File: src/rtl/rrs_pkg.sv
package rrs_pkg;

    localparam int unsigned TIME_W   = 32;
    localparam int unsigned DELAY_W  = 24;
    localparam int unsigned OPT_W    = 2;
    localparam int unsigned REG_IDX_W = 3;

    localparam logic [TIME_W-1:0] SCALE_FACTOR = 32'd64;
    localparam int unsigned       SCALE_SHIFT  = 8;
    localparam int unsigned       PHASE_BIT    = 7;     // bit of now that toggles the AC relays

    typedef enum logic [REG_IDX_W-1:0] {
        REG_TRIGGER_HOLD = 3'd0,
        REG_SIGNAL_DELAY = 3'd1,
        REG_SIGNAL_HOLD  = 3'd2,
        REG_RESET_DELAY  = 3'd3,
        REG_BUTTON_DELAY = 3'd4,
        REG_RELAY_PHASE  = 3'd5,
        REG_REARM_WAIT   = 3'd6,
        REG_OPTIONS      = 3'd7
    } t_reg_idx;

    localparam logic [DELAY_W-1:0] RST_TRIGGER_HOLD = 24'd500;
    localparam logic [DELAY_W-1:0] RST_SIGNAL_DELAY = 24'd2000;
    localparam logic [DELAY_W-1:0] RST_SIGNAL_HOLD  = 24'd5000;
    localparam logic [DELAY_W-1:0] RST_RESET_DELAY  = 24'd4000;
    localparam logic [DELAY_W-1:0] RST_BUTTON_DELAY = 24'd1000;
    localparam logic [DELAY_W-1:0] RST_RELAY_PHASE  = 24'd2000;
    localparam logic [DELAY_W-1:0] RST_REARM_WAIT   = 24'd1000;
    localparam logic [OPT_W-1:0]   RST_OPTIONS      = 2'd1;

    localparam int unsigned OPT_LAMP   = 0;
    localparam int unsigned OPT_BUTTON = 1;

    typedef struct packed {
        logic [DELAY_W-1:0] trigger_hold;
        logic [DELAY_W-1:0] signal_delay;
        logic [DELAY_W-1:0] signal_hold;
        logic [DELAY_W-1:0] reset_delay;
        logic [DELAY_W-1:0] button_delay;
        logic [DELAY_W-1:0] relay_phase;
        logic [DELAY_W-1:0] rearm_wait;
        logic [OPT_W-1:0]   options;
    } t_cfg;

    typedef struct packed {
        logic signal_lamp;
        logic relay_enable;
        logic ac_relay_a;
        logic ac_relay_b;
        logic busy;
    } t_result;

    // (64 * d) >> 8 in 32-bit arithmetic; the constant multiply is a shift
    function automatic logic [TIME_W-1:0] scale_delay(input logic [DELAY_W-1:0] d);
        logic [TIME_W-1:0] prod;
        prod = TIME_W'(d) * SCALE_FACTOR;
        return prod >> SCALE_SHIFT;
    endfunction

endpackage

File: src/rtl/rrs_cfg.sv
module rrs_cfg (
    input  logic                          i_clk,
    input  logic                          i_rst_n,
    input  logic                          i_cfg_wr_en,
    input  logic [rrs_pkg::REG_IDX_W-1:0] i_cfg_index,
    input  logic [rrs_pkg::DELAY_W-1:0]   i_cfg_wdata,
    output rrs_pkg::t_cfg                 o_cfg
);
    import rrs_pkg::*;

    t_cfg r_cfg;

    always_ff @(posedge i_clk) begin
        if (!i_rst_n) begin
            r_cfg.trigger_hold <= RST_TRIGGER_HOLD;
            r_cfg.signal_delay <= RST_SIGNAL_DELAY;
            r_cfg.signal_hold  <= RST_SIGNAL_HOLD;
            r_cfg.reset_delay  <= RST_RESET_DELAY;
            r_cfg.button_delay <= RST_BUTTON_DELAY;
            r_cfg.relay_phase  <= RST_RELAY_PHASE;
            r_cfg.rearm_wait   <= RST_REARM_WAIT;
            r_cfg.options      <= RST_OPTIONS;
        end else if (i_cfg_wr_en) begin
            case (t_reg_idx'(i_cfg_index))
                REG_TRIGGER_HOLD: r_cfg.trigger_hold <= i_cfg_wdata;
                REG_SIGNAL_DELAY: r_cfg.signal_delay <= i_cfg_wdata;
                REG_SIGNAL_HOLD:  r_cfg.signal_hold  <= i_cfg_wdata;
                REG_RESET_DELAY:  r_cfg.reset_delay  <= i_cfg_wdata;
                REG_BUTTON_DELAY: r_cfg.button_delay <= i_cfg_wdata;
                REG_RELAY_PHASE:  r_cfg.relay_phase  <= i_cfg_wdata;
                REG_REARM_WAIT:   r_cfg.rearm_wait   <= i_cfg_wdata;
                REG_OPTIONS:      r_cfg.options      <= i_cfg_wdata[OPT_W-1:0];
                default: ;
            endcase
        end
    end

    assign o_cfg = r_cfg;

endmodule

File: src/rtl/rrs_core.sv
module rrs_core (
    input  logic                       i_clk,
    input  logic                       i_rst_n,
    input  logic                       i_step,
    input  logic [rrs_pkg::TIME_W-1:0] i_now,
    input  logic                       i_trigger_level,
    input  logic                       i_button_level,
    input  rrs_pkg::t_cfg              i_cfg,
    output rrs_pkg::t_result           o_result
);
    import rrs_pkg::*;

    logic [TIME_W-1:0] r_active_since, n_active_since;
    logic              r_running,      n_running;
    logic              r_await_btn,    n_await_btn;
    logic [TIME_W-1:0] r_lamp_on,      n_lamp_on;
    logic [TIME_W-1:0] r_lamp_off,     n_lamp_off;
    logic [TIME_W-1:0] r_ph_start,     n_ph_start;
    logic [TIME_W-1:0] r_ph_end,       n_ph_end;
    logic [TIME_W-1:0] r_rearm,        n_rearm;
    logic [3:0]        r_pins,         n_pins;  // bit0 lamp, bit1 enable, bit2 A, bit3 B

    always_comb begin
        logic trig_active;
        logic pressed;
        logic lamp_present;
        logic btn_present;
        logic start;

        trig_active  = !i_trigger_level;
        pressed      = !i_button_level;
        lamp_present = i_cfg.options[OPT_LAMP];
        btn_present  = i_cfg.options[OPT_BUTTON];
        start        = 1'b0;

        n_active_since = r_active_since;
        n_running      = r_running;
        n_await_btn    = r_await_btn;
        n_lamp_on      = r_lamp_on;
        n_lamp_off     = r_lamp_off;
        n_ph_start     = r_ph_start;
        n_ph_end       = r_ph_end;
        n_rearm        = r_rearm;
        n_pins         = r_pins;

        // qualify the trigger; zero marks "no active edge seen"
        if (!r_running) begin
            if (!trig_active) begin
                n_active_since = '0;
            end else begin
                if (n_active_since == '0) begin
                    n_active_since = i_now;
                end
                if ((i_now - n_active_since) >= TIME_W'(i_cfg.trigger_hold)) begin
                    start = 1'b1;
                end
            end
        end

        if (start) begin
            n_running  = 1'b1;
            n_lamp_on  = i_now + scale_delay(i_cfg.signal_delay);
            n_lamp_off = n_lamp_on + scale_delay(i_cfg.signal_hold);
            if (!btn_present) begin
                n_ph_start = i_now + scale_delay(i_cfg.reset_delay);
                n_ph_end   = n_ph_start + TIME_W'(i_cfg.relay_phase);
            end else begin
                n_await_btn = 1'b1;
            end
        end

        if (n_await_btn && pressed) begin
            n_ph_start  = i_now + scale_delay(i_cfg.button_delay);
            n_ph_end    = n_ph_start + TIME_W'(i_cfg.relay_phase);
            n_await_btn = 1'b0;
        end

        if (n_running) begin
            if (n_lamp_on != '0 && i_now > n_lamp_on && lamp_present) begin
                n_pins[0] = 1'b0;
                n_lamp_on = '0;
            end
            if (n_lamp_off != '0 && i_now > n_lamp_off && lamp_present) begin
                n_pins[0]  = 1'b1;
                n_lamp_off = '0;
            end
            if (n_ph_start != '0 && i_now >= n_ph_start && !n_await_btn) begin
                n_pins[1] = 1'b0;
                n_pins[2] = i_now[PHASE_BIT];
                n_pins[3] = !i_now[PHASE_BIT];
            end
            // phase end wins over phase start in the same tick
            if (n_ph_end != '0 && i_now >= n_ph_end && !n_await_btn) begin
                n_rearm     = i_now + TIME_W'(i_cfg.rearm_wait);
                n_ph_start  = '0;
                n_ph_end    = '0;
                n_pins[3:1] = 3'b111;
            end
            if (n_rearm != '0 && i_now > n_rearm) begin
                n_running = 1'b0;
                n_rearm   = '0;
            end
        end
    end

    always_ff @(posedge i_clk) begin
        if (!i_rst_n) begin
            r_active_since <= '0;
            r_running      <= 1'b0;
            r_await_btn    <= 1'b0;
            r_lamp_on      <= '0;
            r_lamp_off     <= '0;
            r_ph_start     <= '0;
            r_ph_end       <= '0;
            r_rearm        <= '0;
            r_pins         <= '1;
        end else if (i_step) begin
            r_active_since <= n_active_since;
            r_running      <= n_running;
            r_await_btn    <= n_await_btn;
            r_lamp_on      <= n_lamp_on;
            r_lamp_off     <= n_lamp_off;
            r_ph_start     <= n_ph_start;
            r_ph_end       <= n_ph_end;
            r_rearm        <= n_rearm;
            r_pins         <= n_pins;
        end
    end

    assign o_result.signal_lamp  = n_pins[0];
    assign o_result.relay_enable = n_pins[1];
    assign o_result.ac_relay_a   = n_pins[2];
    assign o_result.ac_relay_b   = n_pins[3];
    assign o_result.busy         = n_running;

endmodule

File: src/rtl/relay_release_sequencer.sv
// Channel  | Handshake                     | Payload
// ---------+-------------------------------+-----------------------------------------------
// tick in  | i_in_valid / o_in_ready       | i_now_ms, i_trigger_level, i_button_level
// pins out | o_out_valid / i_out_ready     | o_signal_lamp, o_relay_enable, o_ac_relay_a,
//          |                               | o_ac_relay_b, o_busy_res
// config   | i_cfg_wr_en (no wait)         | i_cfg_index, i_cfg_wdata
//
// One tick per cycle sustained while results are taken; a result is offered once its tick
// has passed the input register, then one pass of the step logic into the result register.
// Reset is synchronous, active low: defaults load, schedule clears, core pins go high.
// A stalled result holds; the input register still takes a tick while the result
// register drains, and o_in_ready drops only when both are full and the result is held.
module relay_release_sequencer (
    input  logic                          i_clk,
    input  logic                          i_rst_n,
    input  logic                          i_in_valid,
    output logic                          o_in_ready,
    input  logic [rrs_pkg::TIME_W-1:0]    i_now_ms,
    input  logic                          i_trigger_level,
    input  logic                          i_button_level,
    output logic                          o_out_valid,
    input  logic                          i_out_ready,
    output logic                          o_signal_lamp,
    output logic                          o_relay_enable,
    output logic                          o_ac_relay_a,
    output logic                          o_ac_relay_b,
    output logic                          o_busy_res,
    input  logic                          i_cfg_wr_en,
    input  logic [rrs_pkg::REG_IDX_W-1:0] i_cfg_index,
    input  logic [rrs_pkg::DELAY_W-1:0]   i_cfg_wdata
);
    import rrs_pkg::*;

    t_cfg              cfg;
    t_result           step_res;
    logic              r_in_valid;
    logic [TIME_W-1:0] r_now;
    logic              r_trig;
    logic              r_btn;
    logic              r_out_valid;
    t_result           r_res;
    logic              advance;

    assign advance    = r_in_valid && (!r_out_valid || i_out_ready);
    assign o_in_ready = !r_in_valid || advance;

    rrs_cfg u_cfg (
        .i_clk       (i_clk),
        .i_rst_n     (i_rst_n),
        .i_cfg_wr_en (i_cfg_wr_en),
        .i_cfg_index (i_cfg_index),
        .i_cfg_wdata (i_cfg_wdata),
        .o_cfg       (cfg)
    );

    rrs_core u_core (
        .i_clk           (i_clk),
        .i_rst_n         (i_rst_n),
        .i_step          (advance),
        .i_now           (r_now),
        .i_trigger_level (r_trig),
        .i_button_level  (r_btn),
        .i_cfg           (cfg),
        .o_result        (step_res)
    );

    always_ff @(posedge i_clk) begin
        if (!i_rst_n) begin
            r_in_valid <= 1'b0;
        end else if (o_in_ready) begin
            r_in_valid <= i_in_valid;
        end
    end

    always_ff @(posedge i_clk) begin
        if (i_in_valid && o_in_ready) begin
            r_now  <= i_now_ms;
            r_trig <= i_trigger_level;
            r_btn  <= i_button_level;
        end
    end

    always_ff @(posedge i_clk) begin
        if (!i_rst_n) begin
            r_out_valid <= 1'b0;
        end else if (advance) begin
            r_out_valid <= 1'b1;
        end else if (i_out_ready) begin
            r_out_valid <= 1'b0;
        end
    end

    always_ff @(posedge i_clk) begin
        if (advance) begin
            r_res <= step_res;
        end
    end

    assign o_out_valid    = r_out_valid;
    assign o_signal_lamp  = r_res.signal_lamp;
    assign o_relay_enable = r_res.relay_enable;
    assign o_ac_relay_a   = r_res.ac_relay_a;
    assign o_ac_relay_b   = r_res.ac_relay_b;
    assign o_busy_res     = r_res.busy;

    // during the relay phase the AC relays stand opposite
    a_phase_opposite: assert property (@(posedge i_clk) disable iff (!i_rst_n)
        (o_out_valid && !o_relay_enable) |-> (o_ac_relay_a != o_ac_relay_b))
        else $error("AC relays not opposite during relay phase");

    // relays are enabled only inside a running sequence
    a_enable_busy: assert property (@(posedge i_clk) disable iff (!i_rst_n)
        (o_out_valid && !o_relay_enable) |-> o_busy_res)
        else $error("relay enabled while no sequence runs");

    // input stage stalls only when both stages are full and the output is held
    a_stall_cause: assert property (@(posedge i_clk) disable iff (!i_rst_n)
        !o_in_ready |-> (r_in_valid && r_out_valid && !i_out_ready))
        else $error("input stalled without a held result");

endmodule

File: config.mk
export PLATFORM = sky130hd
export DESIGN_NAME = relay_release_sequencer
export DESIGN_NICKNAME = d
export VERILOG_FILES = /design/src/rtl/rrs_pkg.sv /design/src/rtl/rrs_cfg.sv /design/src/rtl/rrs_core.sv /design/src/rtl/relay_release_sequencer.sv
export SDC_FILE = /design/constraint.sdc
export NUM_CORES = 2
export LEC_CHECK = 0
export ABC_AREA = 0
export BUFFER_PORTS_ARGS = -buffer_cell sky130_fd_sc_hd__buf_2
export CAP_MARGIN = 10
export CORE_MARGIN = 4
export CORE_UTILIZATION = 59
export DETAILED_ROUTE_END_ITERATION = 10
export PLACE_DENSITY = 0.79
export SYNTH_ARGS = -nofsm -noshare
export SYNTH_HDL_FRONTEND = slang
export SYNTH_SLANG_ARGS = --single-unit
File: constraint.sdc
create_clock -name i_clk -period 11.32 [get_ports i_clk]
set_input_delay 2.264 -clock i_clk [delete_from_list [all_inputs] [get_ports i_clk]]
set_output_delay 2.264 -clock i_clk [all_outputs]
set_load 0.05 [all_outputs]
### Yosys cells after proc, flatten, opt, wreduce, memory -nomap -nowiden

Index checks and enable logic that the tools add are counted.
W data, S select, Z words.

| storage, ports and cells | value |
|---|---|
| flip-flop bits (word level) | 409 |
| bits in latches | 0 |
| RAM bits | 0 |
| ROM bits | 0 |
| bits of input ports | 66 |
| output and inout bits | 7 |
| logic and storage cells | 125 |
| memories | 0 |

| cells by class | value |
|---|---|
| add/subtract/negate cells | 8 |
| multiply operators | 0 |
| div/mod/pow operators | 0 |
| order comparisons | 6 |
| eq/ne operators | 7 |
| shifts and indexed selects | 0 |
| mux-type cells | 39 |
| bitwise logic cells | 1 |
| reductions and logical operators | 37 |

Operator list:

| operator | count |
|---|---|
| $mux W32 | 23 |
| $reduce_bool A32 Y1 | 5 |
| $add A32 B22 Y32 | 4 |
| $add A32 B24 Y32 | 3 |
| $gt A32 B32 Y1 | 3 |
| $ge A32 B32 Y1 | 2 |
| $ge A32 B24 Y1 | 1 |
| $logic_not A32 Y1 | 1 |
| $sub A32 B32 Y32 | 1 |
| $reduce_and A2 Y1 | 10 |
| $mux W1 | 13 |
| $eq A3 B3 Y1 const B | 4 |
| $logic_and A1 B1 Y1 | 12 |
| $eq A3 B2 Y1 const B | 2 |
| $mux W3 | 2 |
| $logic_not A1 Y1 | 5 |
| $mux W4 | 1 |
| $eq A3 B1 Y1 const B | 1 |
| $logic_not A3 Y1 | 1 |
| $logic_or A1 B1 Y1 | 2 |
| $reduce_bool A2 Y1 | 1 |
| $not A1 Y1 | 1 |

### Logic depth before layout (Yosys ltp)

| logic depth | value |
|---|---|
| depth after elaboration | 21 |
| mapped depth | 67 |
| depth with buffers taken out | 60 |

### Hierarchy

A second synthesis with hierarchy kept.

| second synthesis, totals | value |
|---|---|
| cell total of the unflattened synthesis | 4071 |
| area total of the unflattened synthesis | 33405.8 sq um |

Modules (own cells, without submodules):

| module | times used | cells each | area each (sq um) | seq. area each (sq um) |
|---|---|---|---|---|
| rrs_core | 1 | 3421 | 25753.4 | 3963.8 |
| rrs_cfg | 1 | 602 | 6377.4 | 3403.3 |
| relay_release_sequencer | 1 | 48 | 1275.0 | 1211.2 |

### Worst setup path before layout

No wires, ideal clock.

| path | value |
|---|---|
| path type | register to register |
| start | reg u_core.r_active_since[24] |
| end | reg u_core.r_rearm[15] |
| setup time | 0.085 ns |
| data arrival time | 11.108 ns |
| required time | 11.235 ns |
| setup slack | 0.127 ns |
| stages on the path, launching flop included | 65 |
| path buffers | 7 |
| clock period less this slack | 11.193 ns |
| cell sequence | dfxtp_1 nor4_1 nand4_1 nor2_1 clkbuf_1 a21o_1 ha_1 fa_1 nand2b_1 a21oi_2 o311a_4 a221o_1 a21oi_1 o21bai_1 a21oi_1 o21ai_0 a21oi_1 xnor2_1 [29 not listed] a211oi_1 a21oi_1 ha_1 o21a_1 o21a_1 o21a_1 o21ai_0 nand2b_1 a21oi_1 nor2b_1 o21ai_0 a21boi_0 o21a_1 o21ai_0 a31o_2 a211oi_4 buf_6 o31ai_2 |

| on the way | value |
|---|---|
| word-level cells in the longest chain between the ends | 20 |
| elaborated cells on any way between the ends | 27 |
| classes of those cells | add/sub (1); order compare (3); mux (14); reduce/logical (9) |

Ends and longest elaborated chain:

| item | line | text |
|---|---|---|
| start, declared | rrs_core.sv:13 | `logic [TIME_W-1:0] r_active_since, n_active_since;` |
| start signal, assigned | rrs_core.sv:118 | `r_active_since <= n_active_since;` |
| $logic_not A32 Y1 | rrs_core.sv:51 | `if (n_active_since == '0) begin` |
| $mux W32 (*) | rrs_core.sv:51 |  |
| $mux W32 (*) | rrs_core.sv:48 | `if (!trig_active) begin` |
| $mux W32 (*) | rrs_core.sv:47 | `if (!r_running) begin` |
| $sub A32 B32 Y32 (*) | rrs_core.sv:54 | `if ((i_now - n_active_since) >= TIME_W'(i_cfg.trigger_hold)) begin` |
| $ge A32 B24 Y1 (*) | rrs_core.sv:54 |  |
| $mux W1 (*) | rrs_core.sv:54 |  |
| $mux W1 (*) | rrs_core.sv:48 |  |
| [3 not listed] | -- |  |
| $mux W32 | rrs_core.sv:72 | `if (n_await_btn && pressed) begin` |
| $ge A32 B32 Y1 or $reduce_bool A32 Y1 (tied branches) | rrs_core.sv:93 | `if (n_ph_end != '0 && i_now >= n_ph_end && !n_await_btn) begin` |
| $logic_and A1 B1 Y1 (2 in a row) | rrs_core.sv:93 |  |
| $mux W32 | rrs_core.sv:93 |  |
| $mux W32 | rrs_core.sv:78 | `if (n_running) begin` |
| $gt A32 B32 Y1 or $reduce_bool A32 Y1 (tied branches) | rrs_core.sv:99 | `if (n_rearm != '0 && i_now > n_rearm) begin` |
| $logic_and A1 B1 Y1 | rrs_core.sv:99 |  |
| $mux W32 | rrs_core.sv:99 |  |
| end signal, assigned | rrs_core.sv:125 | `r_rearm <= n_rearm;` |
| end, declared | rrs_core.sv:20 | `logic [TIME_W-1:0] r_rearm, n_rearm;` |

Mark *: on every way between the ends. The rest lies on a longest branch, timed or not. The select of a mux whose other input is x is not followed.
A chain may end at the register's enable or synchronous reset.

==> Implementation_results.wiki <==
{| class="wikitable"
! Metric !! Value
|-
| Outcome || finished clean
|-
| HP Class || reg2reg
|-
| Root cell of the clock tree || clkbuf_16
|-
| DR WL/cell || 25.2 um
|-
| CP startpoint || u_core.r_active_since[6]$_SDFFE_PN0P_
|-
| Arrival time reported for the critical path endpoint || roughly 12000 ps
|-
| FF-to-FF path depth || 63
|-
| X dimension of the die || roughly 240 um
|-
| Overall die area || 58500 um^2
|-
| Highest fanout seen on the critical path || 8
|-
| Sum of overflow across all layers after global routing || 0
|-
| Slew Limit Headroom || roughly 6.9%
|-
| Power density over the cells || 166 nW/um^2
|-
| Cell count after synthesis || 4170
|-
| Starting DRC count in detailed routing || 4047
|-
| Placed wire-length estimate after detailed placement || 90600 um
|-
| Most common cell after layout, fill and taps aside || nand2_1
|-
| Final count of negative-setup-slack endpoints || 0
|-
| PnR worst setup slack || 117 ps
|-
| Post-Syn Area per Cell || around 7.7 um^2
|-
| Count of fill cells added during filler insertion || 4698
|-
| Number of enable flip-flop cells after synthesis || 39
|-
| Primary FF master, synth || dfxtp_1
|-
| Count of warnings emitted by yosys || 0
|-
| Clock buffers created by TritonCTS || 46
|-
| Total buffers and inverters traversed by the critical path || 7
|-
| Highest Clock Rate || ~90 MHz
|-
| Global-route total usage across every layer || 40.4%
|-
| DRC violation count after routing || 0
|-
| Height of the die || 242 um
|-
| Maximum number of pins on one net before global-route repair || about 100
|-
| Number of distinct library cell variants in the gate-level netlist after synthesis || 99
|-
| Start of the worst register-to-register path || u_core.r_active_since[6]$_SDFFE_PN0P_
|-
| Global-route wire length before repair || about 190000 um
|-
| Remaining number of nets flagged by the antenna check after routing || 0
|-
| Net load switching power || around 2.5 mW
|-
| Post-Synthesis Net Count || 4619
|-
| Clock-pin slew on the worst setup and hold paths || 60 ps
|-
| Worst reg-to-reg setup slack || 120 ps
|-
| Reg power frac || 25.9%
|-
| Stage delay of the slowest cell on the critical path || 530 ps
|-
| Clock latency on the worst-skew pair || 630 ps
|-
| Worst Setup EP || o_busy_res$_DFFE_PP_
|-
| Clock tree from TritonCTS || built
|-
| Internal Dissipation || approximately 3.5 mW
|-
| Total wire length after detailed routing || approximately 130000 um
|-
| Classification of the worst setup path || reg2reg
|-
| Unrepaired setup endpoints after global routing || true
|-
| Total number of clock tree sinks || between 400 and 500
|-
| Count of final max-slew check failures || 0
|-
| Share of the clock period used by the worst path after layout || between 90% and 100%
|-
| Quantity of I/O buffers inserted on ports || roughly 70
|-
| Dominant cell type by count on the critical path || o21ai_1
|-
| Worst setup skew after layout || 42.9 ps
|-
| Most used cells in the layout excluding fill and tap cells || nand2_1 (597), a21oi_1 (488), ha_1 (372), dfxtp_1 (361), nor2_1 (341)
|-
| Routed via count || 33500
|-
| Share of the core filled with cells in the final layout || between 60% and 70%
|-
| Startpoint class of the critical path || flop
|-
| CTS H-tree lvls || 2
|-
| Post-Place Setup Slack || -22.0 ps
|-
| Fin crit period || ~11000 ps
|-
| FF+latch count, synth || roughly 400
|-
| Endpoint of the worst register-to-register path || o_busy_res$_DFFE_PP_
|-
| Detailed-router iteration count before antenna repair || 8
|-
| Sequential cell area fraction in the yosys report || approximately a quarter
|-
| Worst slew pin tran || about 1400 ps
|-
| CP max stage cell || a2111o_1
|-
| Proportion of total power due to net switching || 41.3%
|-
| Static Leakage || 14.8 nW
|-
| Async set or reset register ratio after synthesis || 0%
|-
| Starting density of the core || about 60%
|-
| Maximum Capacitance Violations || 0
|-
| Synth-to-Final Area Change || 10.9%
|-
| Part of the total power dissipated in the clock network || 26.3%
|-
| IO Pins || 73
|-
| Core area || 54000 um^2
|-
| Peak ir drop on the vdd network || between 0.15 and 0.2 mV
|-
| FP Rows || 85
|-
| Vias per std cell || between 6 and 7
|-
| Clk buf depth || 3
|-
| Global placer's final weighted congestion || ~1.1
|-
| Part of the total power dissipated in combinational logic || about 48%
|-
| Data required time of the worst path || about 12000 ps
|-
| Combined area of all synthesized cells || about 32000 um^2
|-
| Critical path capture point type || flop
|-
| Initial antenna violation count || 4
|-
| Count of cell instances traversed by the critical path || 63
|-
| Gate family responsible for the most delay along the worst path || compound AO/OA/AOI/OAI gates
|-
| Number of hold violations in the final report || 0
|-
| Hold buffer count at CTS || 0
|-
| Fraction of layout cells with a size suffix above 1 || under 10%
|-
| Number of global-route vias before repair || 31000
|-
| Number of nets in the layout || ~4700
|}
-- cells in the mapped netlist, drive strengths merged (24+ instances only) --
| library cell | count | area share (%) |
|---|---|---|
| o21bai | 24 | 0.56 |
| o21ai | 219 | 3.4 |
| mux2i | 76 | 2.4 |
| and3 | 28 | 0.54 |
| a31oi | 24 | 0.47 |
| ha | 375 | 15 |
| o21a | 58 | 1.3 |
| buf | 45 | 0.94 |
| nand4 | 78 | 1.5 |
| a31o | 27 | 0.76 |
| xor2 | 70 | 1.9 |
| a21o | 108 | 2.5 |
| nand3 | 119 | 1.8 |
| nor2b | 50 | 0.97 |
| nor2 | 348 | 4.1 |
| inv | 100 | 1.2 |
| nor4 | 46 | 0.89 |
| nand2b | 59 | 1.1 |
| o31ai | 67 | 1.8 |
| a211oi | 42 | 1.0 |
| edfxtp | 39 | 3.6 |
| clkbuf | 155 | 1.8 |
| o211ai | 30 | 0.71 |
| nand2 | 598 | 7.0 |
| xnor2 | 138 | 3.7 |
| a21oi | 504 | 7.9 |
| nor3 | 100 | 1.6 |
| dfxtp | 362 | 22 |
| a22oi | 60 | 1.4 |
-- tightest hold or removal path: stages, from the launching register on --
cell     delay (ps)
dfxtp_1         320
nand2_1          50
o31ai_1          50
-- sequential cells by signal, indices dropped and copies added (netlist names), 32 cells and up --
register               cells
r_now                     32
u_cfg.o_cfg              162
u_core.r_active_since     32
u_core.r_lamp_off         32
u_core.r_lamp_on          32
u_core.r_ph_end           32
u_core.r_ph_start         32
u_core.r_rearm            32
-- worst min-delay path by stage --
stage / to / cells past startpoint / from / slack, ps
after floorplan: u_core.r_lamp_off[25]$_SDFFE_PN0P_ / 2 / u_core.r_lamp_off[25]$_SDFFE_PN0P_ / 420
after global placement: u_core.r_lamp_off[21]$_SDFFE_PN0P_ / 2 / u_core.r_lamp_off[21]$_SDFFE_PN0P_ / 430
after detailed placement: u_core.r_pins[3]$_SDFFE_PN1P_ / 2 / u_core.r_pins[3]$_SDFFE_PN1P_ / 430
after CTS: u_core.r_pins[3]$_SDFFE_PN1P_ / 2 / u_core.r_pins[3]$_SDFFE_PN1P_ / 450
after global routing: u_core.r_lamp_on[14]$_SDFFE_PN0P_ / 2 / u_core.r_lamp_on[14]$_SDFFE_PN0P_ / 470
final: u_core.r_lamp_off[21]$_SDFFE_PN0P_ / 2 / u_core.r_lamp_off[21]$_SDFFE_PN0P_ / 450
-- power groups by stage --
stage / Clock [mW] / Sequential [mW] / Combinational [mW]
floorplan: 0 / 1.57 / 1.82
global placement: 0 / 1.57 / 2.54
detailed placement: 0 / 1.57 / 2.56
CTS: 1.58 / 1.54 / 2.59
global route: 1.63 / 1.54 / 3.06
finish: 1.57 / 1.54 / 2.84
-- metal layers --
layer | part of all wire, % | GRT usage, % | up-vias
met5 | 0.025 | 0 | -
met4 | 9.9 | 32.5 | 4
met3 | 12 | 11.4 | 626
met2 | 41 | 60.2 | 1974
met1 | 37 | 48.8 | 15500
li1 | - | - | 15400
-- what timing repair did --
action | in CTS | in global routing
pin swaps | 2 | 68
setup buffers | 5 | 27
gates resized for setup | 3 | 93
setup endpoints to repair | 33 | 34
gates cloned | 0 | 3
-- final cells by class --
cell class	instances	area [um^2]	share of cell area, %
diodes	4	10.0	0.0280
well taps	696	871	2.43
repair buffers	225	1630	4.55
clock buffers	66	1300	3.62
clock inverters	18	241	0.674
inverters	103	392	1.09
flip-flops and latches	401	8420	23.5
multi-input cells	3466	22900	64.1
-- through the flow --
stage               total power, mW  area, um^2  hold WS [ps]  TNS (ps)  cells
floorplan                      3.38       32300           421         0   4170
global placement               4.10       33600           432         0   4858
detailed placement             4.12       33600           435     -62.6   4858
CTS                            5.70       35200           446         0   4947
global route                   6.24       35800           467     -4870   4975
finish                         5.95       35800           452         0   4979
-- logic make-up (layout without fill, tap and decap cells) --
| kind of cell | count (synthesis) | in the layout | share of synthesized area, % |
|---|---|---|---|
| simple gates | 1508 | 1508 | 21.4 |
| xor+xnor | 208 | 208 | 5.64 |
| flops | 401 | 401 | 26.1 |
| compound gates | 1285 | 1285 | 25.3 |
| fa+ha+maj | 383 | 383 | 15.0 |
| buf+inv | 303 | 412 | 3.94 |
| other cells | 0 | 4 | 0 |
| mux | 82 | 82 | 2.57 |
Power figures use the tool's default switching activity.
